File: config.mk
export PLATFORM = sky130hd
export DESIGN_NAME = utf8_stream_decoder
export DESIGN_NICKNAME = d
export VERILOG_FILES = /design/src/rtl/utf8d_pkg.sv /design/src/rtl/utf8d_front.sv /design/src/rtl/utf8d_fifo.sv /design/src/rtl/utf8d_back.sv /design/src/rtl/utf8_stream_decoder.sv
export SDC_FILE = /design/constraint.sdc
export NUM_CORES = 1
export LEC_CHECK = 0
export BUFFER_PORTS_ARGS = -buffer_cell sky130_fd_sc_hd__buf_2
export CORE_ASPECT_RATIO = 0.8
export CORE_MARGIN = 2
export CORE_UTILIZATION = 64
export DETAILED_ROUTE_END_ITERATION = 16
export PLACE_DENSITY = 0.82
export SLEW_MARGIN = 15
export SYNTH_ARGS = -nofsm -noshare
export SYNTH_HDL_FRONTEND = slang
export SYNTH_SLANG_ARGS = --single-unit
File: constraint.sdc
create_clock -name clk -period 6.23 [get_ports clk]
set_clock_uncertainty 0.1 [all_clocks]
set_input_delay 0.3115 -clock clk [delete_from_list [all_inputs] [get_ports clk]]
set_output_delay 0.3115 -clock clk [all_outputs]
set_load 0.02 [all_outputs]
File: src/rtl/utf8d_pkg.sv
// shared types and constants for the utf-8 stream decoder
package utf8d_pkg;

	localparam int CP_W = 21;
	localparam int LEN_W = 3;

	localparam logic [CP_W-1:0] REPL_CP = 21'h00FFFD;
	localparam logic [CP_W-1:0] SURR_LEAD_BITS = 21'h00000D;

	localparam logic [LEN_W-1:0] LEN_IDLE = 3'd0;
	localparam logic [LEN_W-1:0] LEN_1 = 3'd1;
	localparam logic [LEN_W-1:0] LEN_2 = 3'd2;
	localparam logic [LEN_W-1:0] LEN_3 = 3'd3;
	localparam logic [LEN_W-1:0] LEN_4 = 3'd4;

	typedef enum logic [2:0] {
		CLS_ASCII,
		CLS_LEAD2,
		CLS_LEAD3,
		CLS_LEAD4,
		CLS_INVALID
	} byte_class_t;

	typedef struct packed {
		byte_class_t cls;
		logic [6:0] lead_bits;
		logic [5:0] cont_bits;
		logic surr_range;
		logic eos;
	} byte_info_t;

endpackage

File: src/rtl/utf8d_front.sv
// front end: takes bytes and classifies them for the queue
module utf8d_front
	import utf8d_pkg::*;
(
	input logic [7:0] data_byte,
	input logic end_of_string,
	input logic in_valid,
	output logic in_ready,
	input logic q_full,
	output logic q_push,
	output byte_info_t q_info
);

	assign in_ready = !q_full;
	assign q_push = in_valid && !q_full;

	always_comb begin
		q_info.eos = end_of_string;
		q_info.cont_bits = data_byte[5:0];
		q_info.surr_range = (data_byte >= 8'hA0) && (data_byte <= 8'hBF);
		case (data_byte) inside
			[8'h00:8'h7F]: begin
				q_info.cls = CLS_ASCII;
				q_info.lead_bits = data_byte[6:0];
			end
			[8'hC0:8'hDF]: begin
				q_info.cls = CLS_LEAD2;
				q_info.lead_bits = {2'b00, data_byte[4:0]};
			end
			[8'hE0:8'hEF]: begin
				q_info.cls = CLS_LEAD3;
				q_info.lead_bits = {3'b000, data_byte[3:0]};
			end
			[8'hF0:8'hF7]: begin
				q_info.cls = CLS_LEAD4;
				q_info.lead_bits = {4'b0000, data_byte[2:0]};
			end
			default: begin
				q_info.cls = CLS_INVALID;
				q_info.lead_bits = 7'd0;
			end
		endcase
	end

endmodule

File: src/rtl/utf8d_fifo.sv
// short queue of classified bytes between front and back
module utf8d_fifo
	import utf8d_pkg::*;
#(
	parameter int DEPTH = 4
) (
	input logic clk,
	input logic arst_n,
	input logic push,
	input byte_info_t push_info,
	output logic full,
	input logic pop,
	output logic not_empty,
	output byte_info_t head
);

	localparam int PTR_W = (DEPTH > 1) ? $clog2(DEPTH) : 1;
	localparam int CNT_W = $clog2(DEPTH + 1);
	localparam logic [PTR_W-1:0] LAST_PTR = PTR_W'(DEPTH - 1);
	localparam logic [CNT_W-1:0] FULL_CNT = CNT_W'(DEPTH);

	byte_info_t mem_q [DEPTH];
	logic [PTR_W-1:0] wr_ptr_q;
	logic [PTR_W-1:0] rd_ptr_q;
	logic [CNT_W-1:0] count_q;
	logic do_push;
	logic do_pop;

	assign full = (count_q == FULL_CNT);
	assign not_empty = (count_q != '0);
	assign head = mem_q[rd_ptr_q];
	assign do_push = push && !full;
	assign do_pop = pop && not_empty;

	always_ff @(posedge clk) begin
		if (do_push) begin
			mem_q[wr_ptr_q] <= push_info;
		end
	end

	always_ff @(posedge clk or negedge arst_n) begin
		if (!arst_n) begin
			wr_ptr_q <= '0;
			rd_ptr_q <= '0;
			count_q <= '0;
		end else begin
			if (do_push) begin
				wr_ptr_q <= (wr_ptr_q == LAST_PTR) ? '0 : wr_ptr_q + 1'b1;
			end
			if (do_pop) begin
				rd_ptr_q <= (rd_ptr_q == LAST_PTR) ? '0 : rd_ptr_q + 1'b1;
			end
			if (do_push && !do_pop) begin
				count_q <= count_q + 1'b1;
			end else if (do_pop && !do_push) begin
				count_q <= count_q - 1'b1;
			end
		end
	end

endmodule

File: src/rtl/utf8d_back.sv
// back end: sequence state, code point assembly and output register
module utf8d_back
	import utf8d_pkg::*;
(
	input logic clk,
	input logic arst_n,
	input logic q_not_empty,
	input byte_info_t q_head,
	output logic q_pop,
	output logic out_valid,
	input logic out_ready,
	output logic [CP_W-1:0] code_point,
	output logic [LEN_W-1:0] bytes_used,
	output logic replaced,
	output logic last
);

	logic [LEN_W-1:0] exp_len_q;
	logic [LEN_W-1:0] seen_q;
	logic [CP_W-1:0] acc_q;
	logic out_valid_q;
	logic [CP_W-1:0] cp_q;
	logic [LEN_W-1:0] used_q;
	logic repl_q;
	logic last_q;

	logic emit;
	logic [CP_W-1:0] res_cp;
	logic [LEN_W-1:0] res_used;
	logic res_repl;
	logic res_last;
	logic [LEN_W-1:0] exp_len_d;
	logic [LEN_W-1:0] seen_d;
	logic [CP_W-1:0] acc_d;
	logic [CP_W-1:0] acc_shift;
	logic [LEN_W-1:0] seen_inc;

	assign q_pop = q_not_empty && (!out_valid_q || out_ready);
	assign acc_shift = {acc_q[CP_W-7:0], q_head.cont_bits};
	assign seen_inc = seen_q + 1'b1;

	always_comb begin
		emit = 1'b0;
		res_cp = REPL_CP;
		res_used = LEN_1;
		res_repl = 1'b1;
		res_last = q_head.eos;
		exp_len_d = LEN_IDLE;
		seen_d = '0;
		acc_d = '0;
		if (exp_len_q == LEN_IDLE) begin
			case (q_head.cls)
				CLS_ASCII: begin
					emit = 1'b1;
					res_cp = {14'd0, q_head.lead_bits};
					res_repl = 1'b0;
				end
				CLS_LEAD2, CLS_LEAD3, CLS_LEAD4: begin
					if (q_head.eos) begin
						emit = 1'b1;
					end else begin
						exp_len_d = (q_head.cls == CLS_LEAD2) ? LEN_2 :
							(q_head.cls == CLS_LEAD3) ? LEN_3 : LEN_4;
						seen_d = LEN_1;
						acc_d = {14'd0, q_head.lead_bits};
					end
				end
				default: begin
					emit = 1'b1;
				end
			endcase
		end else if (exp_len_q == LEN_3 && seen_q == LEN_1 && acc_q == SURR_LEAD_BITS
			&& q_head.surr_range) begin
			emit = 1'b1;
			res_used = LEN_2;
		end else if (seen_inc >= exp_len_q) begin
			emit = 1'b1;
			res_cp = acc_shift;
			res_used = exp_len_q;
			res_repl = 1'b0;
		end else if (q_head.eos) begin
			emit = 1'b1;
			res_used = seen_inc;
		end else begin
			exp_len_d = exp_len_q;
			seen_d = seen_inc;
			acc_d = acc_shift;
		end
	end

	always_ff @(posedge clk or negedge arst_n) begin
		if (!arst_n) begin
			exp_len_q <= LEN_IDLE;
			seen_q <= '0;
			acc_q <= '0;
			out_valid_q <= 1'b0;
		end else begin
			if (q_pop) begin
				exp_len_q <= exp_len_d;
				seen_q <= seen_d;
				acc_q <= acc_d;
			end
			if (q_pop && emit) begin
				out_valid_q <= 1'b1;
			end else if (out_ready) begin
				out_valid_q <= 1'b0;
			end
		end
	end

	always_ff @(posedge clk) begin
		if (q_pop && emit) begin
			cp_q <= res_cp;
			used_q <= res_used;
			repl_q <= res_repl;
			last_q <= res_last;
		end
	end

	assign out_valid = out_valid_q;
	assign code_point = cp_q;
	assign bytes_used = used_q;
	assign replaced = repl_q;
	assign last = last_q;

endmodule

File: src/rtl/utf8_stream_decoder.sv
// top level of the utf-8 stream decoder
// Decodes a UTF-8 byte stream at one byte per clock sustained while out_ready is held
// high. An accepted byte is classified and placed in a QUEUE_DEPTH-entry queue; the
// back end takes one byte per cycle from the queue, assembles the code point and
// loads the output register, so a result passes through a queue entry and then the
// output register. The back end advances whenever the output register is empty or
// being taken, so the input keeps flowing while a result waits, until the queue fills.
module utf8_stream_decoder
	import utf8d_pkg::*;
#(
	parameter int QUEUE_DEPTH = 4
) (
	input logic clk,
	input logic arst_n,
	input logic in_valid,
	output logic in_ready,
	input logic [7:0] data_byte,
	input logic end_of_string,
	output logic out_valid,
	input logic out_ready,
	output logic [20:0] code_point,
	output logic [2:0] bytes_used,
	output logic replaced,
	output logic last
);

	logic q_full;
	logic q_push;
	logic q_pop;
	logic q_not_empty;
	byte_info_t q_in;
	byte_info_t q_head;

	utf8d_front u_front (
		.data_byte(data_byte),
		.end_of_string(end_of_string),
		.in_valid(in_valid),
		.in_ready(in_ready),
		.q_full(q_full),
		.q_push(q_push),
		.q_info(q_in)
	);

	utf8d_fifo #(
		.DEPTH(QUEUE_DEPTH)
	) u_fifo (
		.clk(clk),
		.arst_n(arst_n),
		.push(q_push),
		.push_info(q_in),
		.full(q_full),
		.pop(q_pop),
		.not_empty(q_not_empty),
		.head(q_head)
	);

	utf8d_back u_back (
		.clk(clk),
		.arst_n(arst_n),
		.q_not_empty(q_not_empty),
		.q_head(q_head),
		.q_pop(q_pop),
		.out_valid(out_valid),
		.out_ready(out_ready),
		.code_point(code_point),
		.bytes_used(bytes_used),
		.replaced(replaced),
		.last(last)
	);

endmodule
Yosys cells after proc, flatten, opt, wreduce, memory -nomap -nowiden

Memories as Yosys holds them, arrays and structs flattened.
Index checks and enable logic that the tools add are counted.

Memories: 1
Word-level logic and storage cells: 115
Bits of input ports: 13
Bits in writable memories: 72
Output and inout bits: 28
Register bits: 61

Add/subtract/negate cells: 5
Reduce and logical (&&, ||, !) cells: 29
Equal/unequal tests: 9
Mux-type cells: 48
$lt $le $gt $ge: 11

Memories:

| name         | depth | bits a word | rd ports | clocked after memory_dff | wr ports | line             | RTL |
|---|---|---|---|---|---|---|---|
| u_fifo.mem_q | 4     | 18          | 1        | 0                        | 1        | utf8d_fifo.sv:22 | `byte_info_t mem_q [DEPTH];` |

Operators with widths:

| cell                                                               | number |
|---|---|
| two-way mux 21 bit                                                 | 8 |
| two-way mux 3 bit                                                  | 17 |
| two-way mux 10 bit                                                 | 4 |
| greater-or-equal comparator 8 bit (second input constant)          | 4 |
| <= comparator 8 bit (second input constant)                        | 4 |
| equality test 21 x 4 -> 1 bit (second input constant)              | 1 |
| two-way mux 16 bit                                                 | 1 |
| logical AND 1 bit                                                  | 15 |
| two-way mux 1 bit                                                  | 14 |
| equality test 3 x 2 -> 1 bit (second input constant)               | 3 |
| greater-or-equal comparator 8 x 1 -> 1 bit (second input constant) | 1 |
| <= comparator 8 x 7 -> 1 bit (second input constant)               | 1 |
| two-way mux 7 bit                                                  | 1 |
| adder 3 x 1 -> 3 bit (second input constant)                       | 2 |
| equality test 3 x 1 -> 1 bit (second input constant)               | 2 |
| zero test 3 bit                                                    | 2 |
| two-way mux 2 bit                                                  | 3 |
| adder 2 x 1 -> 2 bit (second input constant)                       | 2 |
| equality test 2 bit (second input constant)                        | 2 |
| zero test 1 bit                                                    | 4 |
| nonzero test 2 bit                                                 | 2 |
| nonzero test 4 bit                                                 | 1 |
| equality test 3 bit (second input constant)                        | 1 |
| greater-or-equal comparator 3 bit                                  | 1 |
| other kinds (6)                                                    | 6 |

Logic depth before layout (Yosys ltp)

Gate-level depths: netlist of the first run.

Word-level depth: 8
Depth in mapped cells: 12
Depth with buffers taken out: 9

Cells and area by module

Synthesis of the first run repeated with hierarchy kept, for this count alone.

Cell total of the unflattened synthesis: 397
Area total of the unflattened synthesis: 5,774.3 um2

Modules (own cells, without submodules):

| module      | cells each | seq. area each (um2) | area each (um2) | instances |
|---|---|---|---|---|
| utf8d_fifo  | 131        | 2,337.2              | 3,071.7         | 1 |
| utf8d_back  | 238        | 1,481.4              | 2,509.9         | 1 |
| utf8d_front | 28         | 0.0                  | 192.7           | 1 |

Least setup slack after synthesis of the first run

No wires, ideal clock.

Kind: reg2reg
Start: reg u_back.seen_q[0]
End: reg u_back.used_q[0], in the netlist u_back.bytes_used[0], enable pin
Arrival: 2,759 ps
Setup time: 409 ps
Setup slack: 2,962 ps
Path buffers: 0
Cell stages (with the launch flop): 7
Required time: 5,721 ps
Period minus slack after synthesis: 3,268 ps
Cell sequence: dfrtp_1 > ha_1 > nor4b_1 > nand3_1 > o41ai_4 > o21ai_1 > nor2_1

Word-level cells in the longest chain between the ends: 7
Elaborated cells on any way between the ends: 10
Those cells by class: 1 x add/sub; 1 x order compare; 1 x eq/ne; 3 x mux; 4 x reduce/logical

Ends and longest elaborated chain:

| what                                                                         | line              | RTL |
|---|---|---|
| start: declaration                                                           | utf8d_back.sv:19  | `logic [LEN_W-1:0] seen_q;` |
| start signal: assignment                                                     | utf8d_back.sv:100 | `seen_q <= seen_d;` |
| parallel branches: the longest is 4 deep, another holds adder 3 x 1 -> 3 bit | --                |  |
| two-way mux 1 bit (*)                                                        | utf8d_back.sv:72  | `end else if (exp_len_q == LEN_3 && seen_q == LEN_1 && acc_q == SURR_LEAD_BITS` |
| two-way mux 1 bit (*)                                                        | utf8d_back.sv:51  | `if (exp_len_q == LEN_IDLE) begin` |
| logical AND 1 bit (*)                                                        | utf8d_back.sv:112 | `if (q_pop && emit) begin` |
| end signal: assignment                                                       | utf8d_back.sv:114 | `used_q <= res_used;` |
| end: declaration                                                             | utf8d_back.sv:23  | `logic [LEN_W-1:0] used_q;` |

Mark *: on every way between the ends.
A chain may end at the register's enable or synchronous reset.

Final worst setup path of the first run

Start: reg u_back.seen_q[0]
End: reg u_back.acc_q[10]

Word-level cells in the longest chain between the ends: 6
Elaborated cells on any way between the ends: 9
Those cells by class: 1 x add/sub; 1 x order compare; 1 x eq/ne; 3 x mux; 3 x reduce/logical

Ends and longest elaborated chain:

| what                                                                         | line              | RTL |
|---|---|---|
| parallel branches: the longest is 4 deep, another holds adder 3 x 1 -> 3 bit | --                |  |
| two-way mux 21 bit (*)                                                       | utf8d_back.sv:72  |  |
| two-way mux 21 bit (*)                                                       | utf8d_back.sv:51  |  |
| end signal: assignment                                                       | utf8d_back.sv:95  | `acc_q <= '0;` |
| end signal: assignment                                                       | utf8d_back.sv:101 | `acc_q <= acc_d;` |
| end: declaration                                                             | utf8d_back.sv:20  | `logic [CP_W-1:0] acc_q;` |

Marks and branches as above.

==> flow_summary.json, run 1 <==
{
  "io-pin-count": 41,
  "synth-seq-cells": 133,
  "timing.fmax_mhz": 293,
  "first_pass_iters": 4,
  "crit-reg2reg-launch": "u_back.seen_q[0]$_DFFE_PN0P_",
  "worst-path-buf-inv": 0,
  "crit_chain": "ha_1, xor2_1, ha_1, a21o_1, a31oi_1, nand2b_1, or2_1, o21ai_1",
  "multi_input_comb_area_um2": 1660,
  "postRouteWirelength_um": 10800,
  "dieArea_um2": 9520,
  "die_y_um": 87.7,
  "floorplan.core_area_um2": 8480,
  "crit-reg2reg-capture": "u_back.acc_q[10]$_DFFE_PN0P_",
  "top_flip_flop_cell_by_instance_count_after_synthesis": "edfxtp_1",
  "max-vdd-ir-drop_mv": 0.401,
  "post_route_cells_drive_above_1_share_pct": 21.3,
  "power.leakage_nw": 2.49,
  "grt.total_usage_pct": 25.6,
  "cts_root_buf": "clkbuf_8",
  "synth_top_family_by_area": "simple AND/OR/NAND/NOR gates",
  "syn_inst": 391,
  "synth.mux.area_fraction_pct": 7.39,
  "clock_tree.htree_level_count": 4,
  "synth_simple_gate_area_share_pct": 11.6,
  "layout.area.seq_um2": 3820,
  "timing.critical_path.fanout_max": 23,
  "setup_viol": 0,
  "final_worst_slack_ns": 2.81,
  "critical-path-max-stage-delay_ns": 0.63,
  "top_layer_used": "met4",
  "area_growth_pct": 17.8,
  "xor_xnor_portion_of_the_synthesized_cell_area_pct": 0.782,
  "worst_pin_slew_ns": 0.935,
  "cts_sinks": 133,
  "grt_max_degree": 37,
  "vias": 3387,
  "wl_met2_um": 5480,
  "run_status": "complete, no violations",
  "pwr_density_cell_nw_per_um2": 546,
  "type_of_the_worst_min_delay_path": "primary input to flip-flop",
  "end_kind": "flip-flop",
  "fin_nets": 467,
  "synth.yosys.seq_area_share_pct": 68.2,
  "routedWlPerCell_um": 19.0,
  "synth-edff-count": 98,
  "finalInstanceArea_um2": 6600,
  "arrival_ns": 3.73,
  "half_perimeter_wire_length_after_placement_um": 6530,
  "drt_iter0_drc": 171,
  "timing.hold.worst.start": "out_ready",
  "cap_violations": 0,
  "antenna_found_initial": 0,
  "cp_data_required_time_ns": 6.54,
  "hold_depth": 3,
  "setup-tns-final_ns": 0,
  "critical_path.most_common_cell": "ha_1",
  "timing.reg2reg.setup_slack_ns": 2.81,
  "number_of_global_route_vias_before_repair": 3440,
  "drc": 0,
  "floorplan.die.width_um": 109,
  "vias_per_cell": 5.97,
  "layout_min_cycle_time_ns": 3.42,
  "route.layer.met1.wl_um": 4490,
  "postSynth.asyncResetShare_pct": 26.3,
  "yosysUniqueCellTypes": 49,
  "slowest_stage": "a31oi_1",
  "grt.overflow.total": 0,
  "placed_cell_area_um2": 5870,
  "clock_latency_ns": 0.53,
  "reg_clk_slew_reported_paths_ns": 0.06,
  "final-max-slew-violation-count": 0,
  "hold_viol_final": 0,
  "met3WireLength_um": 550,
  "n_antenna_cell": 0,
  "synth_compound_area_share_pct": 6.86,
  "startpoint_type": "flip-flop",
  "place_congestion": 0.817,
  "worstSetupPathType": "flip-flop to flip-flop",
  "initial_utilization_pct": 66.0,
  "drt.antenna.violating_nets": 0,
  "io_buffers": 40,
  "layout.cells.non_filler": 567,
  "avgSynthCellArea_um2": 14.3,
  "cts_buffers": 17,
  "min_to": "u_back.out_valid$_DFFE_PN0P_",
  "dp_cell_count": 527,
  "cts_tree": "yes",
  "grt_setup_unrepaired": "false",
  "synthesis.area_um2": 5600,
  "fin_crit_sh_pct": 54.8,
  "detailedPlace.worstSlack_ns": 2.60,
  "global_route_wire_length_before_repair_um": 17500,
  "synth.yosys.warnings": 0,
  "critical_path.top_delay_family": "compound AO/OA/AOI/OAI gates",
  "synthAdderAreaFrac_pct": 2.81,
  "nFillCells": 501,
  "max_slew_margin_pct": 37.6,
  "timing.reg2reg.worst_path_depth": 8,
  "net_count_after_synthesis": 416,
  "cts_buffer_depth": 2,
  "num_rows": 30
}
-- cells in the mapped netlist (all sizes together) (5+ instances only) --
cell	instances	share of area, %
buf	10	1.1
o21ai	22	2.0
ha	11	2.5
o22a	6	0.94
dfrtp	35	16
nand2b	5	0.56
and3	5	0.56
o211ai	7	0.94
mux4	17	6.8
nand2	75	5.0
and2	11	1.2
inv	11	0.74
clkbuf	8	0.54
edfxtp	98	53
nand3	11	0.98
nor2	10	0.67
-- layer usage --
metal	vias to the layer above	GRT usage, %
li1	1552	-
met1	1705	32.4
met2	111	41.8
met3	19	7.44
met4	0	11.8
met5	-	0
-- sequential cells by signal (all words and copies together) (netlist names) --
signal / cells
u_back.out_valid: 1
u_back.code_point: 21
u_fifo.rd_ptr_q: 2
u_back.bytes_used: 3
u_fifo.mem_q: 72
u_fifo.wr_ptr_q: 2
u_back.last: 1
u_back.replaced: 1
u_fifo.count_q: 3
u_back.acc_q: 21
u_back.seen_q: 3
u_back.exp_len_q: 3
-- area by class of cell --
| class | count | area share [%] |
|---|---|---|
| Clock buffer | 18 | 6.33 |
| Sequential cell | 133 | 57.8 |
| Inverter | 11 | 0.625 |
| Tap cell | 112 | 2.12 |
| Timing Repair Buffer | 50 | 4.47 |
| Clock inverter | 14 | 3.51 |
| Multi-Input combinational cell | 229 | 25.1 |
-- cell families (layout without fill, tap and decap cells) --
family / count (synthesis) / after routing
muxes: 20 / 20
DFF: 133 / 133
AOI/OAI and AO/OA: 55 / 55
buffers and inverters: 29 / 93
and+or+nand+nor: 137 / 137
xor gates and xnor gates: 5 / 5
adders and majority gates: 12 / 12
-- cell usage in the layout, fill, tap and decap left out, types with 6 or more instances in the layout --
cell	instances
edfxtp_1	98
nand2_1	75
buf_2	40
dfrtp_1	35
mux4_2	17
o21ai_0	16
clkbuf_16	16
inv_1	11
nand3_1	11
ha_1	11
and2_1	10
nor2_1	9
dlygate4sd3_1	8
o211ai_1	7
o22a_1	6
bufinv_16	6
-- worst min-delay path, delay by kind of cell --
kind	cells	cell delay (ns)
AO/OA/AOI/OAI	1	0.09
buffers and inverters	1	0.07
AND/OR/NAND/NOR	1	0.12
-- where the power goes --
group | switching [mW] | internal [mW]
clock network | 0.372 | 0.729
registers | 0.120 | 1.26
logic | 0.728 | 0.391
-- timing repair --
item | 4_1_cts | 5_1_grt
hold endpoints to repair | 63 | 0
gates resized for setup | 0 | 0
endpoints found under the setup margin | 0 | 0
hold buffers | 8 | 0
buffers inserted | 0 | 0
-- how the worst max path moves through the flow --
stage | startpoint | endpoint | slack [ns] | cells past startpoint
global route | u_back.seen_q[0]$_DFFE_PN0P_ | u_back.acc_q[10]$_DFFE_PN0P_ | 2.63 | 8
finish | u_back.seen_q[0]$_DFFE_PN0P_ | u_back.acc_q[10]$_DFFE_PN0P_ | 2.81 | 8
floorplan | u_back.seen_q[0]$_DFFE_PN0P_ | u_back.bytes_used[0]$_SDFFCE_PP1P_ | 2.96 | 6
global placement | u_fifo.rd_ptr_q[1]$_DFFE_PN0P_ | u_back.code_point[2]$_DFFE_PP_ | 2.77 | 5
CTS | u_fifo.rd_ptr_q[1]$_DFFE_PN0P_ | u_back.replaced$_DFFE_PP_ | 2.57 | 5
detailed placement | u_fifo.rd_ptr_q[1]$_DFFE_PN0P_ | u_back.code_point[11]$_DFFE_PP_ | 2.60 | 5
-- per-stage QoR --
step                      utilization, %  power (mW)  hold WS, ns
after floorplan                        -        2.20      -0.0841
after global placement              69.2        2.45        0.330
after detailed placement            69.2        2.50        0.345
after CTS                           77.8        3.61      0.00721
after global routing                77.8        3.80       0.0480
final                               77.8        3.60       0.0132
Power figures use the tool's default switching activity.
==> run 2, diff against run 1 <==
--- a/config.mk
+++ b/config.mk
@@ -5,12 +5,13 @@
 export SDC_FILE = /design/constraint.sdc
 export NUM_CORES = 1
 export LEC_CHECK = 0
+export ABC_AREA = 1
 export BUFFER_PORTS_ARGS = -buffer_cell sky130_fd_sc_hd__buf_2
 export CORE_ASPECT_RATIO = 0.8
 export CORE_MARGIN = 2
-export CORE_UTILIZATION = 64
+export CORE_UTILIZATION = 54
 export DETAILED_ROUTE_END_ITERATION = 16
-export PLACE_DENSITY = 0.82
+export PLACE_DENSITY = 0.73
 export SLEW_MARGIN = 15
 export SYNTH_ARGS = -nofsm -noshare
 export SYNTH_HDL_FRONTEND = slang
==> constraint.sdc (replaced) <==
create_clock -name clk -period 3.1 [get_ports clk]
set_clock_uncertainty 0.1 [all_clocks]
set_input_delay 0.155 -clock clk [delete_from_list [all_inputs] [get_ports clk]]
set_output_delay 0.155 -clock clk [all_outputs]
set_load 0.02 [all_outputs]
==> run 2 against run 1 <==
Compared with the run above: wire length grew 20%; non-clock buffer count is 10 higher; power grew 120%; first-iteration DRC count up 95%; clock-buffer cell count rose by 6; cell area increased by 7.7%; synthesized cell count grew 51%; cell count grew 42%; synthesized area grew 7.5%; critical path depth up 1.
==> flow_summary.json, run 2 <==
{
  "run_status": "complete, no violations",
  "crit_path_start": "u_back.seen_q[0]$_DFFE_PN0P_",
  "postRouteWirelength_um": 12900,
  "fin_nets": 672,
  "cp_data_required_time_ns": 3.05,
  "type_of_the_worst_min_delay_path": "primary input to flip-flop",
  "detailedPlace.worstSlack_ns": 0.515,
  "cts_buffers": 17,
  "cts_buffer_depth": 2,
  "vias": 4376,
  "critical-path-max-stage-delay_ns": 0.45,
  "num_rows": 34,
  "io-pin-count": 41,
  "max_slew_margin_pct": 39.9,
  "post-synth-top-count-cell": "nand2_1",
  "synth-seq-cells": 133,
  "cts_tree": "yes",
  "post-synth-top-area-fraction_pct": 48.9,
  "synth-edff-count": 98,
  "timing.reg2reg.setup_slack_ns": 0.48,
  "worstSetupPathType": "flip-flop to flip-flop",
  "final_core_utilization_pct": 65.3,
  "floorplan.core_area_um2": 10900,
  "vias_per_cell": 5.44,
  "timing.fmax_mhz": 382,
  "half_perimeter_wire_length_after_placement_um": 8270,
  "number_of_global_route_vias_before_repair": 4136,
  "number_of_flip_flops_in_the_largest_register": 72,
  "cap_violations": 0,
  "largest_register": "u_fifo.mem_q",
  "post-layout-total-power_mw": 8.10,
  "synthTopCellsByArea": "edfxtp_1, dfrtp_1, nand2_1",
  "fin_crit_sh_pct": 84.5,
  "dieArea_um2": 12000,
  "synth.yosys.warnings": 0,
  "synthesis.area_um2": 6020,
  "end_kind": "flip-flop",
  "grt_max_degree": 42,
  "critical_path.top_delay_family": "adder cells",
  "clock_latency_ns": 0.41,
  "crit-reg2reg-launch": "u_back.seen_q[0]$_DFFE_PN0P_",
  "synth.yosys.seq_area_share_pct": 63.4,
  "slowest_stage": "inv_2",
  "startpoint_type": "flip-flop",
  "io_buffers": 40,
  "timing.critical_path.fanout_max": 26,
  "netlist_top_cells_count": "nand2_1, edfxtp_1, nor2_1",
  "place_congestion": 0.951,
  "initial_utilization_pct": 55.3,
  "worst_pin_slew_ns": 0.899,
  "hold_viol_final": 0,
  "net_count_after_synthesis": 614,
  "crit-reg2reg-capture": "u_back.code_point[7]$_DFFE_PP_",
  "cts_root_buf": "clkbuf_16",
  "reg_clk_slew_reported_paths_ns": 0.06,
  "cp_num_cells": 9,
  "crit_chain": "ha_1, xor2_1, ha_1, nand3b_1, nand3_1, nor2_2, nand3_1, nand3b_4, inv_2",
  "drc": 0,
  "setup.worst_path.end": "u_back.code_point[7]$_DFFE_PP_",
  "power.leakage_nw": 2.91,
  "drt.antenna.violating_nets": 0,
  "buffers_inserted_during_post_cts_setup_optimization": 0,
  "drt_iter0_drc": 334,
  "setup_viol": 0,
  "hold_depth": 2,
  "postSynth.asyncResetShare_pct": 26.3,
  "arrival_ns": 2.56,
  "antenna_found_initial": 0,
  "routedWlPerCell_um": 16.1,
  "pwr_density_cell_nw_per_um2": 1140,
  "post_route_cells_drive_above_1_share_pct": 16.7,
  "global_route_wire_length_before_repair_um": 20500,
  "worst-path-buf-inv": 1,
  "timing.reg2reg.worst_path_depth": 9,
  "top_flip_flop_cell_by_instance_count_after_synthesis": "edfxtp_1",
  "layout_commonest_cell": "nand2_1",
  "first_pass_iters": 5,
  "grt.overflow.total": 0,
  "avgSynthCellArea_um2": 10.2,
  "final_worst_slack_ns": 0.482,
  "synth_top_area_cell": "edfxtp_1",
  "floorplan.die.width_um": 122,
  "setup-tns-final_ns": 0,
  "grt_setup_unrepaired": "false",
  "layout_min_cycle_time_ns": 2.62,
  "yosysUniqueCellTypes": 37,
  "clock_tree.htree_level_count": 4,
  "cts_sinks": 133,
  "n_antenna_cell": 0,
  "max-vdd-ir-drop_mv": 0.674,
  "final_cell_mix": "nand2_1, edfxtp_1, nor2_1",
  "final-max-slew-violation-count": 0,
  "area_growth_pct": 18.0,
  "grt.total_usage_pct": 22.7,
  "die_y_um": 98.5,
  "syn_inst": 589
}
==> run 2: cell count changes after synthesis, moves of 6 or more <==
cell	delta
nor2_1	+84
nand2_1	+47
inv_1	+40
nand3_1	+19
mux4_2	-17
o21ai_1	+17
a21oi_1	+11
and2_1	-10
inv_2	+9
nand3_2	+8
o22ai_1	+8
o22a_1	-6
==> run 2: cells by family after synthesis <==
family	count (synthesis)	share of synthesized area, %
and+or+nand+nor	281	20.6
DFF	133	63.4
buffers and inverters	85	6.04
xor gates and xnor gates	3	0.436
adders and majority gates	12	2.62
AOI/OAI and AO/OA	75	6.88
==> run 2: worst min path at each step <==
stage                 startpoint                           end  slack, ns
finish              data_byte[6]  u_fifo.mem_q[2][1]$_DFFE_PP_       0.03
global route        data_byte[6]  u_fifo.mem_q[2][1]$_DFFE_PP_       0.05
CTS                 data_byte[6]  u_fifo.mem_q[2][1]$_DFFE_PP_       0.02
detailed placement        arst_n   u_back.acc_q[7]$_DFFE_PN0P_       0.19
global placement          arst_n   u_back.acc_q[2]$_DFFE_PN0P_       0.18
floorplan                 arst_n   u_back.acc_q[0]$_DFFE_PN0P_      -0.24
==> run 2: per-stage QoR <==
stage | std cells | area (µm²) | hold slack (ns)
final | 804 | 7110 | 0.0318
after global routing | 804 | 7110 | 0.0460
after CTS | 804 | 7110 | 0.0156
after detailed placement | 764 | 6380 | 0.190
after global placement | 764 | 6380 | 0.183
after floorplan | 589 | 6020 | -0.241
==> run 2: cell type report <==
cell class	count	area, µm²
fill	860	3780
inverter	64	243
tap	144	180
clock buffer	24	502
clock inverter	8	145
sequential	133	3820
multi-input combinational	371	1850
timing repair buffer	60	370
==> run 2: timing repair <==
item / in CTS / in global routing
resized for setup: 0 / 0
hold endpoints to repair: 63 / 0
hold buffers: 8 / 0
==> run 2: power by group <==
| part | internal, mW | switching (mW) | total [mW] |
|---|---|---|---|
| Clock | 1.45 | 0.717 | 2.17 |
| Sequential | 2.58 | 0.231 | 2.81 |
| Combinational | 0.897 | 2.23 | 3.13 |
==> run 2: routing by layer <==
metal  global-route usage, %  wire length [µm]  vias to the layer above
met1                    32.5              5750                     2079
li1                        -                 -                     2086
met2                    33.7              5880                      181
met3                    5.50              1010                       30
met5                       0                 0                        -
met4                    9.55               298                        0
